===== src/hdl/nnrd_pkg.sv =====
// Package for the nearest-neighbour rectangle downscaler.
// Holds the configuration and job types, register indexes and fixed limits.
// No dependencies.
package nnrd_pkg;

    // Widest canvas or viewport for which a rectangle is accepted.
    localparam int unsigned MAX_WIDTH = 1024;

    // Divider operand widths shared by both coordinate units.
    localparam int unsigned NUM_W = 24;
    localparam int unsigned DEN_W = 12;

    // Configuration register indexes.
    localparam logic [2:0] REG_CANVAS_WIDTH   = 3'd0;
    localparam logic [2:0] REG_CANVAS_HEIGHT  = 3'd1;
    localparam logic [2:0] REG_VIEW_WIDTH     = 3'd2;
    localparam logic [2:0] REG_VIEW_HEIGHT    = 3'd3;
    localparam logic [2:0] REG_VIEW_LEFT      = 3'd4;
    localparam logic [2:0] REG_VIEW_TOP       = 3'd5;

    // Input item modes.
    localparam logic MODE_START = 1'b0;
    localparam logic MODE_PIXEL = 1'b1;

    typedef struct packed {
        logic [10:0] canvas_width;
        logic [11:0] canvas_height;
        logic [10:0] view_width;
        logic [11:0] view_height;
        logic [9:0]  view_left;
        logic [10:0] view_top;
    } cfg_t;

    // One source pixel handed from the front part to the back part.
    typedef struct packed {
        logic [9:0]  col;
        logic [10:0] row;
        logic        page;
        logic [15:0] pixel;
    } job_t;

endpackage


===== src/hdl/nearest_neighbour_rect_downscaler_top.sv =====
// Nearest-neighbour rectangle downscaler, top level.
// A start beat (mode 0) on the s_ channel sets a dirty rectangle of the
// logical canvas and its page; each following pixel beat (mode 1) carries
// one source pixel in raster order. Pixels that are the nearest-neighbour
// pick of a viewport pixel leave on the m_ channel with absolute
// coordinates; others, and rectangles off the canvas, give no beat.
// Start beats are handled by the front part alone. Each pixel beat is
// queued (four deep) and then passes through the back part in order:
// loading, forming the products, the two bit-serial dividers running side
// by side (24 quotient bits, then a hand-over) and the decision; the back
// part takes no new pixel until it is through with the last, so the
// divider length sets the sustained rate. If the receiver stalls, the
// result is held in the output register; the queue keeps taking beats
// until it fills, then s_ready drops.
// The cfg_ port writes the six geometry registers; it is always ready.
// Synchronous active-low reset restores the default 320x240 geometry, drops
// any active rectangle and empties the queue.
// Depends on nnrd_pkg, nnrd_front, nnrd_fifo, nnrd_div and nnrd_back.
module nearest_neighbour_rect_downscaler_top (
    input  logic        aclk,
    input  logic        aresetn,
    input  logic        cfg_valid,
    output logic        cfg_ready,
    input  logic [2:0]  cfg_index,
    input  logic [11:0] cfg_data,
    input  logic        s_valid,
    output logic        s_ready,
    input  logic        s_mode,
    input  logic [9:0]  s_rect_left,
    input  logic [10:0] s_rect_top,
    input  logic [9:0]  s_rect_right,
    input  logic [10:0] s_rect_bottom,
    input  logic        s_target_page,
    input  logic [15:0] s_pixel_in,
    output logic        m_valid,
    input  logic        m_ready,
    output logic [9:0]  m_dest_x,
    output logic [10:0] m_dest_y,
    output logic        m_dest_page,
    output logic [15:0] m_pixel_out
);

    nnrd_pkg::cfg_t cfg_reg;
    nnrd_pkg::job_t push_data, pop_data;
    logic q_push, q_full, q_pop, q_empty;

    assign cfg_ready = 1'b1;

    // Geometry registers.
    always_ff @(posedge aclk) begin
        if (!aresetn) begin
            cfg_reg.canvas_width   <= 11'd320;
            cfg_reg.canvas_height  <= 12'd240;
            cfg_reg.view_width     <= 11'd320;
            cfg_reg.view_height    <= 12'd240;
            cfg_reg.view_left      <= 10'd0;
            cfg_reg.view_top       <= 11'd0;
        end else if (cfg_valid && cfg_ready) begin
            unique case (cfg_index)
                nnrd_pkg::REG_CANVAS_WIDTH:  cfg_reg.canvas_width  <= cfg_data[10:0];
                nnrd_pkg::REG_CANVAS_HEIGHT: cfg_reg.canvas_height <= cfg_data;
                nnrd_pkg::REG_VIEW_WIDTH:    cfg_reg.view_width    <= cfg_data[10:0];
                nnrd_pkg::REG_VIEW_HEIGHT:   cfg_reg.view_height   <= cfg_data;
                nnrd_pkg::REG_VIEW_LEFT:     cfg_reg.view_left     <= cfg_data[9:0];
                nnrd_pkg::REG_VIEW_TOP:      cfg_reg.view_top      <= cfg_data[10:0];
                default: ;
            endcase
        end
    end

    nnrd_front u_front (
        .aclk(aclk), .aresetn(aresetn), .cfg(cfg_reg),
        .s_valid(s_valid), .s_ready(s_ready), .s_mode(s_mode),
        .s_rect_left(s_rect_left), .s_rect_top(s_rect_top),
        .s_rect_right(s_rect_right), .s_rect_bottom(s_rect_bottom),
        .s_target_page(s_target_page), .s_pixel_in(s_pixel_in),
        .q_full(q_full), .q_push(q_push), .q_data(push_data)
    );

    nnrd_fifo u_fifo (
        .aclk(aclk), .aresetn(aresetn), .push(q_push), .push_data(push_data),
        .full(q_full), .pop(q_pop), .pop_data(pop_data), .empty(q_empty)
    );

    nnrd_back u_back (
        .aclk(aclk), .aresetn(aresetn), .cfg(cfg_reg),
        .q_empty(q_empty), .q_pop(q_pop), .q_data(pop_data),
        .m_valid(m_valid), .m_ready(m_ready), .m_dest_x(m_dest_x),
        .m_dest_y(m_dest_y), .m_dest_page(m_dest_page), .m_pixel_out(m_pixel_out)
    );

endmodule


===== src/hdl/nnrd_fifo.sv =====
// Short job queue between the front and back parts of the downscaler.
// Depends on nnrd_pkg for the job type.
module nnrd_fifo (
    input  logic            aclk,
    input  logic            aresetn,
    input  logic            push,
    input  nnrd_pkg::job_t  push_data,
    output logic            full,
    input  logic            pop,
    output nnrd_pkg::job_t  pop_data,
    output logic            empty
);

    localparam int unsigned DEPTH = 4;

    nnrd_pkg::job_t mem_reg [DEPTH];
    logic [1:0] wr_ptr_reg, wr_ptr_next;
    logic [1:0] rd_ptr_reg, rd_ptr_next;
    logic [2:0] count_reg, count_next;

    assign full     = (count_reg == 3'(DEPTH));
    assign empty    = (count_reg == 3'd0);
    assign pop_data = mem_reg[rd_ptr_reg];

    // Pointer and fill count update.
    always_comb begin
        wr_ptr_next = push ? wr_ptr_reg + 2'd1 : wr_ptr_reg;
        rd_ptr_next = pop ? rd_ptr_reg + 2'd1 : rd_ptr_reg;
        count_next  = count_reg + 3'(push) - 3'(pop);
    end

    always_ff @(posedge aclk) begin
        if (!aresetn) begin
            wr_ptr_reg <= 2'd0;
            rd_ptr_reg <= 2'd0;
            count_reg  <= 3'd0;
        end else begin
            wr_ptr_reg <= wr_ptr_next;
            rd_ptr_reg <= rd_ptr_next;
            count_reg  <= count_next;
        end
    end

    // Storage needs no reset.
    always_ff @(posedge aclk) begin
        if (push) begin
            mem_reg[wr_ptr_reg] <= push_data;
        end
    end

    a_no_overflow: assert property (@(posedge aclk) disable iff (!aresetn)
        push |-> (!full || pop))
        else $error("job queue written while full");

    a_no_underflow: assert property (@(posedge aclk) disable iff (!aresetn)
        pop |-> !empty)
        else $error("job queue read while empty");

    a_count_bound: assert property (@(posedge aclk) disable iff (!aresetn)
        count_reg <= 3'(DEPTH))
        else $error("job queue fill count out of range");

    a_ptr_track: assert property (@(posedge aclk) disable iff (!aresetn)
        (wr_ptr_reg - rd_ptr_reg) == count_reg[1:0])
        else $error("job queue pointers disagree with fill count");

endmodule


===== src/hdl/nnrd_front.sv =====
// Front part of the downscaler: accepts items, checks rectangles and
// walks the raster position, queuing one job per source pixel.
// Depends on nnrd_pkg.
module nnrd_front (
    input  logic            aclk,
    input  logic            aresetn,
    input  nnrd_pkg::cfg_t  cfg,
    input  logic            s_valid,
    output logic            s_ready,
    input  logic            s_mode,
    input  logic [9:0]      s_rect_left,
    input  logic [10:0]     s_rect_top,
    input  logic [9:0]      s_rect_right,
    input  logic [10:0]     s_rect_bottom,
    input  logic            s_target_page,
    input  logic [15:0]     s_pixel_in,
    input  logic            q_full,
    output logic            q_push,
    output nnrd_pkg::job_t  q_data
);

    logic [9:0]  left_reg, right_reg;
    logic [10:0] bottom_reg;
    logic        page_reg;
    logic [9:0]  col_reg;
    logic [10:0] row_reg;
    logic        ok_reg;

    logic accept, rect_good;

    assign s_ready = !q_full;
    assign accept  = s_valid && s_ready;

    // A rectangle is kept only if it lies on the canvas with its corners in order and both widths fit.
    assign rect_good = !({1'b0, s_rect_right} >= cfg.canvas_width ||
                         {1'b0, s_rect_bottom} >= cfg.canvas_height ||
                         s_rect_left > s_rect_right ||
                         s_rect_top > s_rect_bottom ||
                         cfg.canvas_width > 11'(nnrd_pkg::MAX_WIDTH) ||
                         cfg.view_width > 11'(nnrd_pkg::MAX_WIDTH));

    assign q_push       = accept && (s_mode == nnrd_pkg::MODE_PIXEL) && ok_reg;
    assign q_data.col   = col_reg;
    assign q_data.row   = row_reg;
    assign q_data.page  = page_reg;
    assign q_data.pixel = s_pixel_in;

    // Rectangle state and raster walk.
    always_ff @(posedge aclk) begin
        if (!aresetn) begin
            left_reg   <= '0;
            right_reg  <= '0;
            bottom_reg <= '0;
            page_reg   <= 1'b0;
            col_reg    <= '0;
            row_reg    <= '0;
            ok_reg     <= 1'b0;
        end else if (accept) begin
            if (s_mode == nnrd_pkg::MODE_START) begin
                ok_reg <= rect_good;
                if (rect_good) begin
                    left_reg   <= s_rect_left;
                    right_reg  <= s_rect_right;
                    bottom_reg <= s_rect_bottom;
                    page_reg   <= s_target_page;
                    col_reg    <= s_rect_left;
                    row_reg    <= s_rect_top;
                end
            end else if (ok_reg) begin
                if (col_reg >= right_reg) begin
                    col_reg <= left_reg;
                    if (row_reg >= bottom_reg) begin
                        ok_reg <= 1'b0;
                    end else begin
                        row_reg <= row_reg + 11'd1;
                    end
                end else begin
                    col_reg <= col_reg + 10'd1;
                end
            end
        end
    end

endmodule


===== src/hdl/nnrd_div.sv =====
// Restoring divider, one quotient bit per cycle, for the coordinate picks.
// Depends on nnrd_pkg for operand widths.
module nnrd_div (
    input  logic                              aclk,
    input  logic                              aresetn,
    input  logic                              start,
    input  logic [nnrd_pkg::NUM_W-1:0]        numer,
    input  logic [nnrd_pkg::DEN_W-1:0]        denom,
    output logic                              done,
    output logic [nnrd_pkg::NUM_W-1:0]        quot,
    output logic [nnrd_pkg::DEN_W-1:0]        rem
);

    localparam int unsigned NW = nnrd_pkg::NUM_W;
    localparam int unsigned DW = nnrd_pkg::DEN_W;
    localparam int unsigned CW = $clog2(NW);

    logic [NW-1:0] quo_reg;
    logic [DW-1:0] rem_reg, den_reg;
    logic [CW-1:0] cnt_reg;
    logic          busy_reg, done_reg;

    logic [DW:0]   trial;
    logic [DW+1:0] diff;
    logic          ge;

    // Bring down the next numerator bit and try the subtraction.
    assign trial = {rem_reg, quo_reg[NW-1]};
    assign diff  = {1'b0, trial} - {2'b00, den_reg};
    assign ge    = !diff[DW+1];

    assign done = done_reg;
    assign quot = quo_reg;
    assign rem  = rem_reg;

    always_ff @(posedge aclk) begin
        if (!aresetn) begin
            busy_reg <= 1'b0;
            done_reg <= 1'b0;
            cnt_reg  <= '0;
        end else begin
            done_reg <= 1'b0;
            if (start) begin
                busy_reg <= 1'b1;
                cnt_reg  <= '0;
            end else if (busy_reg) begin
                cnt_reg <= cnt_reg + CW'(1);
                if (cnt_reg == CW'(NW - 1)) begin
                    busy_reg <= 1'b0;
                    done_reg <= 1'b1;
                end
            end
        end
    end

    // Datapath registers.
    always_ff @(posedge aclk) begin
        if (start) begin
            quo_reg <= numer;
            rem_reg <= '0;
            den_reg <= denom;
        end else if (busy_reg) begin
            quo_reg <= {quo_reg[NW-2:0], ge};
            rem_reg <= ge ? diff[DW-1:0] : trial[DW-1:0];
        end
    end

endmodule


===== src/hdl/nnrd_back.sv =====
// Back part of the downscaler: takes queued pixels, decides whether each is
// a nearest-neighbour pick and holds kept results in the output register.
// Depends on nnrd_pkg and nnrd_div.
module nnrd_back (
    input  logic            aclk,
    input  logic            aresetn,
    input  nnrd_pkg::cfg_t  cfg,
    input  logic            q_empty,
    output logic            q_pop,
    input  nnrd_pkg::job_t  q_data,
    output logic            m_valid,
    input  logic            m_ready,
    output logic [9:0]      m_dest_x,
    output logic [10:0]     m_dest_y,
    output logic            m_dest_page,
    output logic [15:0]     m_pixel_out
);

    localparam int unsigned NW = nnrd_pkg::NUM_W;
    localparam int unsigned DW = nnrd_pkg::DEN_W;

    localparam logic [1:0] ST_IDLE = 2'd0;
    localparam logic [1:0] ST_MUL  = 2'd1;
    localparam logic [1:0] ST_DIV  = 2'd2;
    localparam logic [1:0] ST_OUT  = 2'd3;

    logic [1:0]     state_reg, state_next;
    nnrd_pkg::job_t job_reg;
    logic           m_valid_reg;
    logic [9:0]     dest_x_reg;
    logic [10:0]    dest_y_reg;
    logic           dest_page_reg;
    logic [15:0]    pixel_reg;

    logic [NW-1:0] numer_x, numer_y, quot_x, quot_y;
    logic [DW-1:0] lw, lh, vw, vh, rem_x, rem_y, gap_x, gap_y;
    logic          start, done_x, done_y, keep, out_free;

    assign lw = {1'b0, cfg.canvas_width};
    assign lh = cfg.canvas_height;
    assign vw = {1'b0, cfg.view_width};
    assign vh = cfg.view_height;

    // Numerator of the ceiling division: c * view + logical - 1.
    assign numer_x = NW'(job_reg.col) * NW'(vw) + NW'(lw) - NW'(1);
    assign numer_y = NW'(job_reg.row) * NW'(vh) + NW'(lh) - NW'(1);
    assign start   = (state_reg == ST_MUL);

    nnrd_div u_div_x (
        .aclk(aclk), .aresetn(aresetn), .start(start), .numer(numer_x),
        .denom(lw), .done(done_x), .quot(quot_x), .rem(rem_x)
    );

    nnrd_div u_div_y (
        .aclk(aclk), .aresetn(aresetn), .start(start), .numer(numer_y),
        .denom(lh), .done(done_y), .quot(quot_y), .rem(rem_y)
    );

    // The pick maps back by floor when ceil*logical - c*view is below view.
    assign gap_x = lw - DW'(1) - rem_x;
    assign gap_y = lh - DW'(1) - rem_y;
    assign keep  = (vw != '0) && (lw != '0) && (gap_x < vw) &&
                   (vh != '0) && (lh != '0) && (gap_y < vh);

    assign out_free = !m_valid_reg || m_ready;
    assign q_pop    = (state_reg == ST_IDLE) && !q_empty;

    // Sequencer over one pixel.
    always_comb begin
        state_next = state_reg;
        unique case (state_reg)
            ST_IDLE: if (!q_empty) state_next = ST_MUL;
            ST_MUL:  state_next = ST_DIV;
            ST_DIV:  if (done_x && done_y) state_next = ST_OUT;
            ST_OUT:  if (!keep || out_free) state_next = ST_IDLE;
            default: state_next = ST_IDLE;
        endcase
    end

    always_ff @(posedge aclk) begin
        if (!aresetn) begin
            state_reg   <= ST_IDLE;
            m_valid_reg <= 1'b0;
        end else begin
            state_reg <= state_next;
            if (state_reg == ST_OUT && keep && out_free) begin
                m_valid_reg <= 1'b1;
            end else if (m_ready) begin
                m_valid_reg <= 1'b0;
            end
        end
    end

    // Job and result payload registers.
    always_ff @(posedge aclk) begin
        if (q_pop) begin
            job_reg <= q_data;
        end
        if (state_reg == ST_OUT && keep && out_free) begin
            dest_x_reg    <= cfg.view_left + quot_x[9:0];
            dest_y_reg    <= cfg.view_top + quot_y[10:0];
            dest_page_reg <= job_reg.page;
            pixel_reg     <= job_reg.pixel;
        end
    end

    assign m_valid     = m_valid_reg;
    assign m_dest_x    = dest_x_reg;
    assign m_dest_y    = dest_y_reg;
    assign m_dest_page = dest_page_reg;
    assign m_pixel_out = pixel_reg;

endmodule


===== config.mk =====
export PLATFORM = sky130hd
export DESIGN_NAME = nearest_neighbour_rect_downscaler_top
export DESIGN_NICKNAME = d
export VERILOG_FILES = /design/src/hdl/nnrd_pkg.sv /design/src/hdl/nearest_neighbour_rect_downscaler_top.sv /design/src/hdl/nnrd_fifo.sv /design/src/hdl/nnrd_front.sv /design/src/hdl/nnrd_div.sv /design/src/hdl/nnrd_back.sv
export SDC_FILE = /design/constraint.sdc
export NUM_CORES = 1
export LEC_CHECK = 0
export ABC_AREA = 0
export BUFFER_PORTS_ARGS = -buffer_cell sky130_fd_sc_hd__buf_2
export CAP_MARGIN = 30
export CORE_MARGIN = 2
export CORE_UTILIZATION = 40
export CTS_CLUSTER_SIZE = 25
export DETAILED_ROUTE_END_ITERATION = 8
export SYNTH_ARGS = -nofsm -noshare
export SYNTH_HDL_FRONTEND = slang
export SYNTH_HIERARCHICAL = 1
export SYNTH_SLANG_ARGS = --single-unit

===== constraint.sdc =====
create_clock -name aclk -period 7.42 [get_ports aclk]
set_input_delay 0.742 -clock aclk [delete_from_list [all_inputs] [get_ports aclk]]
set_output_delay 0.742 -clock aclk [all_outputs]
set_load 0.02 [all_outputs]

# Word level (Yosys, flattened, before mapping)

Memories as Yosys holds them, arrays and structs flattened. A register that Yosys moved wholly into a read port is not among the register bits.
Index checks and enable logic that the tools add are counted.

Output and inout port bits: 41
Memory bits (writable): 152
Register bits: 278
Memories kept: 1

Memories:

| memory         | words | width | read ports | clocked after Yosys merged registers in | wr ports | line            | text |
|---|---|---|---|---|---|---|---|
| u_fifo.mem_reg | 4     | 38    | 1          | 1                                       | 1        | nnrd_fifo.sv:16 | `nnrd_pkg::job_t mem_reg [DEPTH];` |

Add/sub/neg operators: 20
Bitwise logic cells: 5
Multiply operators: 2
Eq/ne operators: 18
Reduce and logical (&&, ||, !) cells: 49
$lt $le $gt $ge: 10
Muxes and demuxes: 35

Operators by type and width:

| operator              | number |
|---|---|
| $mux 24               | 4 |
| $mux 11               | 5 |
| $reduce_bool 12->1    | 4 |
| $sub 24x1->24 const B | 2 |
| $mux 10               | 4 |
| $add 23x12->24        | 1 |
| $mux 12               | 2 |
| $sub 12x12->12        | 2 |
| $add 22x11->23        | 1 |
| $mul 11x12->23        | 1 |
| $gt 11x11->1 const B  | 2 |
| $mul 10x11->21        | 1 |
| $mux 1                | 16 |
| $sub 13x11->14        | 1 |
| $sub 13x12->14        | 1 |
| $ge 11x12->1          | 1 |
| $logic_and 1x1->1     | 12 |
| $lt 12x11->1          | 1 |
| $lt 12x12->1          | 1 |
| $reduce_and 2->1      | 6 |
| $sub 11x1->12 const B | 1 |
| $sub 12x1->12 const B | 1 |
| $add 11x1->11 const B | 1 |
| $add 11x11->11        | 1 |
| other kinds (31)      | 67 |

# Longest topological paths before layout

Depth after elaboration: 11
Gate-level depth with buffers: 21

# Cells and area by module

The synthesis kept the hierarchy.

Modules (own cells, without submodules):

| module                                | area each (µm²) | cells each | sequential area each (µm²) | times used |
|---|---|---|---|---|
| nnrd_back                             | 14207.4         | 1564       | 2342.2                     | 1 |
| nnrd_fifo                             | 5940.7          | 241        | 4744.6                     | 1 |
| nnrd_div                              | 2826.5          | 247        | 1461.4                     | 2 |
| nnrd_front                            | 4443.0          | 535        | 1081.0                     | 1 |
| nearest_neighbour_rect_downscaler_top | 2511.2          | 241        | 1341.3                     | 1 |

# Worst setup path before layout

Ideal clock, no wire load.

Kind: register to register
Start: register cfg_reg[37] in the netlist's numbering
End: register u_back.u_div_x.quo_reg[21], in the netlist u_back/u_div_x/quot[21] (data pin)
Slack: 1569 ps
Arrival: 5591 ps
Path buffers: 1
Clock period less this slack: 5851 ps
Data required time: 7160 ps
Cell stages (with the launch flop): 21
Cells stage by stage: dfxtp_1 clkbuf_1 nand2_1 fa_1 fa_1 inv_1 fa_1 fa_1 inv_1 fa_1 inv_1 ha_1 a2111oi_2 o21ai_1 a31o_2 a21oi_4 o221ai_2 o22a_2 a211oi_2 xnor2_1 mux2_2

Word-level cells in the longest chain between the ends: 4

RTL lines:

| element                | line                                        | text |
|---|---|---|
| from (decl)            | nearest_neighbour_rect_downscaler_top.sv:43 | `nnrd_pkg::cfg_t cfg_reg;` |
| $mul 10x11->21         | nnrd_back.sv:45                             | `assign numer_x = NW'(job_reg.col) * NW'(vw) + NW'(lw) - NW'(1);` |
| $add 22x11->23         | nnrd_back.sv:45                             |  |
| $sub 24x1->24          | nnrd_back.sv:45                             |  |
| net u_back.numer_x[21] | nnrd_back.sv:35                             | `logic [NW-1:0] numer_x, numer_y, quot_x, quot_y;` |
| $mux 24                | nnrd_div.sv:58                              | `if (start) begin` |
| to (signal assigned)   | nnrd_div.sv:59                              | `quo_reg <= numer;` |
| to (signal assigned)   | nnrd_div.sv:63                              | `quo_reg <= {quo_reg[NW-2:0], ge};` |
| to (decl)              | nnrd_div.sv:18                              | `logic [NW-1:0] quo_reg;` |

The timed path passes the listed nets, and every way through them passes these cells.
A chain may end at the register's enable or synchronous reset.

# Worst setup path after layout

Ends and elaborated chain as after synthesis.

==> impl_metrics.env <==
export IMPL_cts_buffers=54
export IMPL_vias=21620
export IMPL_viasPerCell=5.080
export IMPL_grt_antenna_before_repair=5
export IMPL_synth_area_top_cells="edfxtp_1 28%, fa_1 13%, ha_1 11%, dfxtp_1 10%, inv_1 5.8%"
export IMPL_ys_seq_elements=471
export IMPL_syn2layout_area_growth_pct=10.18
export IMPL_relSlewSlack_pct=34.97
export IMPL_path_class="reg2reg"
export IMPL_clk_latency_ps=630
export IMPL_finalCriticalPeriod_ps=6175
export IMPL_grt_total_usage_pct=18.20
export IMPL_dr_pass1_iters=5
export IMPL_core_mm2=0.08081
export IMPL_clk_pin_slew_ps=60
export IMPL_largest_reg_flops=152
export IMPL_syn_avg_cell_area_um2=10.65
export IMPL_dieArea_mm2=0.08419
export IMPL_dp_cells=4154
export IMPL_tns_ps=0
export IMPL_synth_top_area_share_pct=27.50
export IMPL_drtIter0Drc=1361
export IMPL_final_common_cell="inv_1"
export IMPL_synthCells=3075
export IMPL_post_cts_setup_buffers=0
export IMPL_max_cap_violations=0
export IMPL_initial_core_util_pct=40.53
export IMPL_die_w_um=290.2
export IMPL_finalSetupViolCount=0
export IMPL_slowest_stage="dfxtp_1"
export IMPL_path_buf_inv=3
export IMPL_place_ws_ps=1237
export IMPL_postCtsHoldBufs=0
export IMPL_clockBufferDepth=3
export IMPL_hp_class="in2reg"
export IMPL_die_h_um=290.2
export IMPL_hpwl_mm=55.95
export IMPL_final_cell_mix="507 x inv_1, 333 x nand2_1, 300 x edfxtp_1, 297 x ha_1, 205 x fa_1"
export IMPL_clock_sinks=471
export IMPL_cp_max_fo=14
export IMPL_path_delay_family="adder cells"
export IMPL_status="complete, no violations"
export IMPL_cp_required_ps=7800
export IMPL_synth_warnings=6
export IMPL_stdcell_count=4256
export IMPL_cts_tree="done"
export IMPL_drive_gt1_share_pct=11.55
export IMPL_async_reset_ff_share_pct=0
export IMPL_htreeDepth=2
export IMPL_seq_area_frac_synth_pct=37.95
export IMPL_cp_start_kind="flip-flop"
export IMPL_end_kind="flip-flop"
export IMPL_wl_mm=76.46
export IMPL_gr_total_overflow=0
export IMPL_syn_num_nets=3658
export IMPL_tightest_slew_ps=974.4
export IMPL_finalMaxSlewViolations=0
export IMPL_grt_first_pass_wirelength_mm=121.8
export IMPL_hold_violations=0
export IMPL_ant_nets=0
export IMPL_portBuffers=119
export IMPL_yosysTopAreaCell="edfxtp_1"
export IMPL_ctsResizeCount=0
export IMPL_routedWlPerCell_um=17.96
export IMPL_grt_max_degree=74
export IMPL_synth_edf_count=300
export IMPL_max_stage_delay_ps=660
export IMPL_synth_area_mm2=0.03276
export IMPL_drc=0
export IMPL_fin_skew_ps=27.37
export IMPL_fin_crit_sh_pct=83.22
export IMPL_num_io_pins=121
export IMPL_fin_nets=3733
export IMPL_synthDistinctLibCells=92
export IMPL_cp_arrival_ps=6560
export IMPL_grt_pass1_vias=21490
export IMPL_rsz0062_at_grt="false"
export IMPL_cpMostUsedCell="fa_1"
export IMPL_ys_flop_type="edfxtp_1"
export IMPL_fmax_mhz=161.9
export IMPL_cts_root_buf="clkbuf_16"
export IMPL_gp_congestion=0.8256
export IMPL_worstPathCellList="nand2_1 > fa_1 > fa_1 > inv_1 > fa_1 > fa_1 > inv_1 > fa_1 > inv_1 > ha_1 > a2111oi_2 > o21ai_1 > a31o_2 > a21oi_4 > o221ai_2 > o22a_2 > a211oi_2 > xnor2_1 > mux2_2"
export IMPL_worst_slack_ps=1245
export IMPL_num_rows=104
==> final cells by class <==
class / count / area [µm²]
antenna: 1 / 2.502
sequential: 471 / 12430
multi-input combinational: 1970 / 17790
clock inverter: 34 / 306.5
inverter: 509 / 1911
tap: 1060 / 1326
clock buffer: 67 / 1473
fill: 7493 / 44720
timing repair buffer: 144 / 845.8
==> stage by stage <==
step | area [µm²] | utilization [%] | hold slack (ps)
2_1_floorplan | 32760 | - | 400.3
3_3_place_gp | 34210 | 42.34 | 403.0
3_5_place_dp | 34310 | 42.46 | 405.2
4_1_cts | 36090 | 44.66 | 285.6
5_1_grt | 36090 | 44.66 | 292.6
6_report | 36090 | 44.66 | 328.2
==> cells by family (layout without fill, tap and decap cells) <==
logic type | after synthesis | after routing | synth area share, %
AOI/OAI and AO/OA | 381 | 381 | 8.396
xor gates and xnor gates | 98 | 98 | 2.666
adders and majority gates | 503 | 503 | 23.91
and+or+nand+nor | 782 | 782 | 11.35
muxes | 204 | 204 | 7.861
other | 2 | 3 | 0.02293
DFF | 471 | 471 | 37.95
buffers and inverters | 634 | 754 | 7.834
==> worst reg2reg max path: cells and delay by family, from the launching register on <==
kind,cells,cell delay (ps)
flip-flops,1,660
adder cells (fa/ha/maj),6,2970
multiplexers,1,260
AND/OR/NAND/NOR,1,160
XOR/XNOR,1,80
buffers and inverters,3,150
AO/OA/AOI/OAI,7,1620
==> per-layer routing <==
metal  share of wire, %  global-route usage, %
met3                5.9                  3.339
met4                2.0                  4.078
met1                 49                  26.93
met2                 43                  27.62
met5              0.017                      0
==> synthesized netlist by cell type, types with 19 or more instances <==
library cell    n
nor2b_1        36
inv_1         507
edfxtp_1      300
o21a_1         19
o21ai_0        53
ha_1          298
fa_1          205
nor2_1        144
and2_1        102
a21o_1         31
xnor2_1        68
mux4_2         38
o211ai_1       23
a21oi_1        95
nand2_1       333
nor3_1         38
xor2_1         29
mux2_2         46
clkbuf_1       80
mux2i_1       120
nand3_1        26
dfxtp_1       171
a211oi_1       26
buf_4          21
==> path summary, 6_finish.rpt <==
check             cells past startpoint  slack, ps          startpoint                 endpoint
hold reg to reg                       0        410  u_back/job_reg[13]   u_back/m_pixel_out[13]
setup / recovery                     19       1240         cfg_reg[37]  u_back/u_div_x/quot[21]
hold / removal                        1        330       s_pixel_in[9]     u_fifo/mem_reg[3][9]
setup reg to reg                     19       1240         cfg_reg[37]  u_back/u_div_x/quot[21]
Power is left out: the tool's default activity adds up to more than one toggle a clock period on the data nets, which glitch-free logic cannot reach.
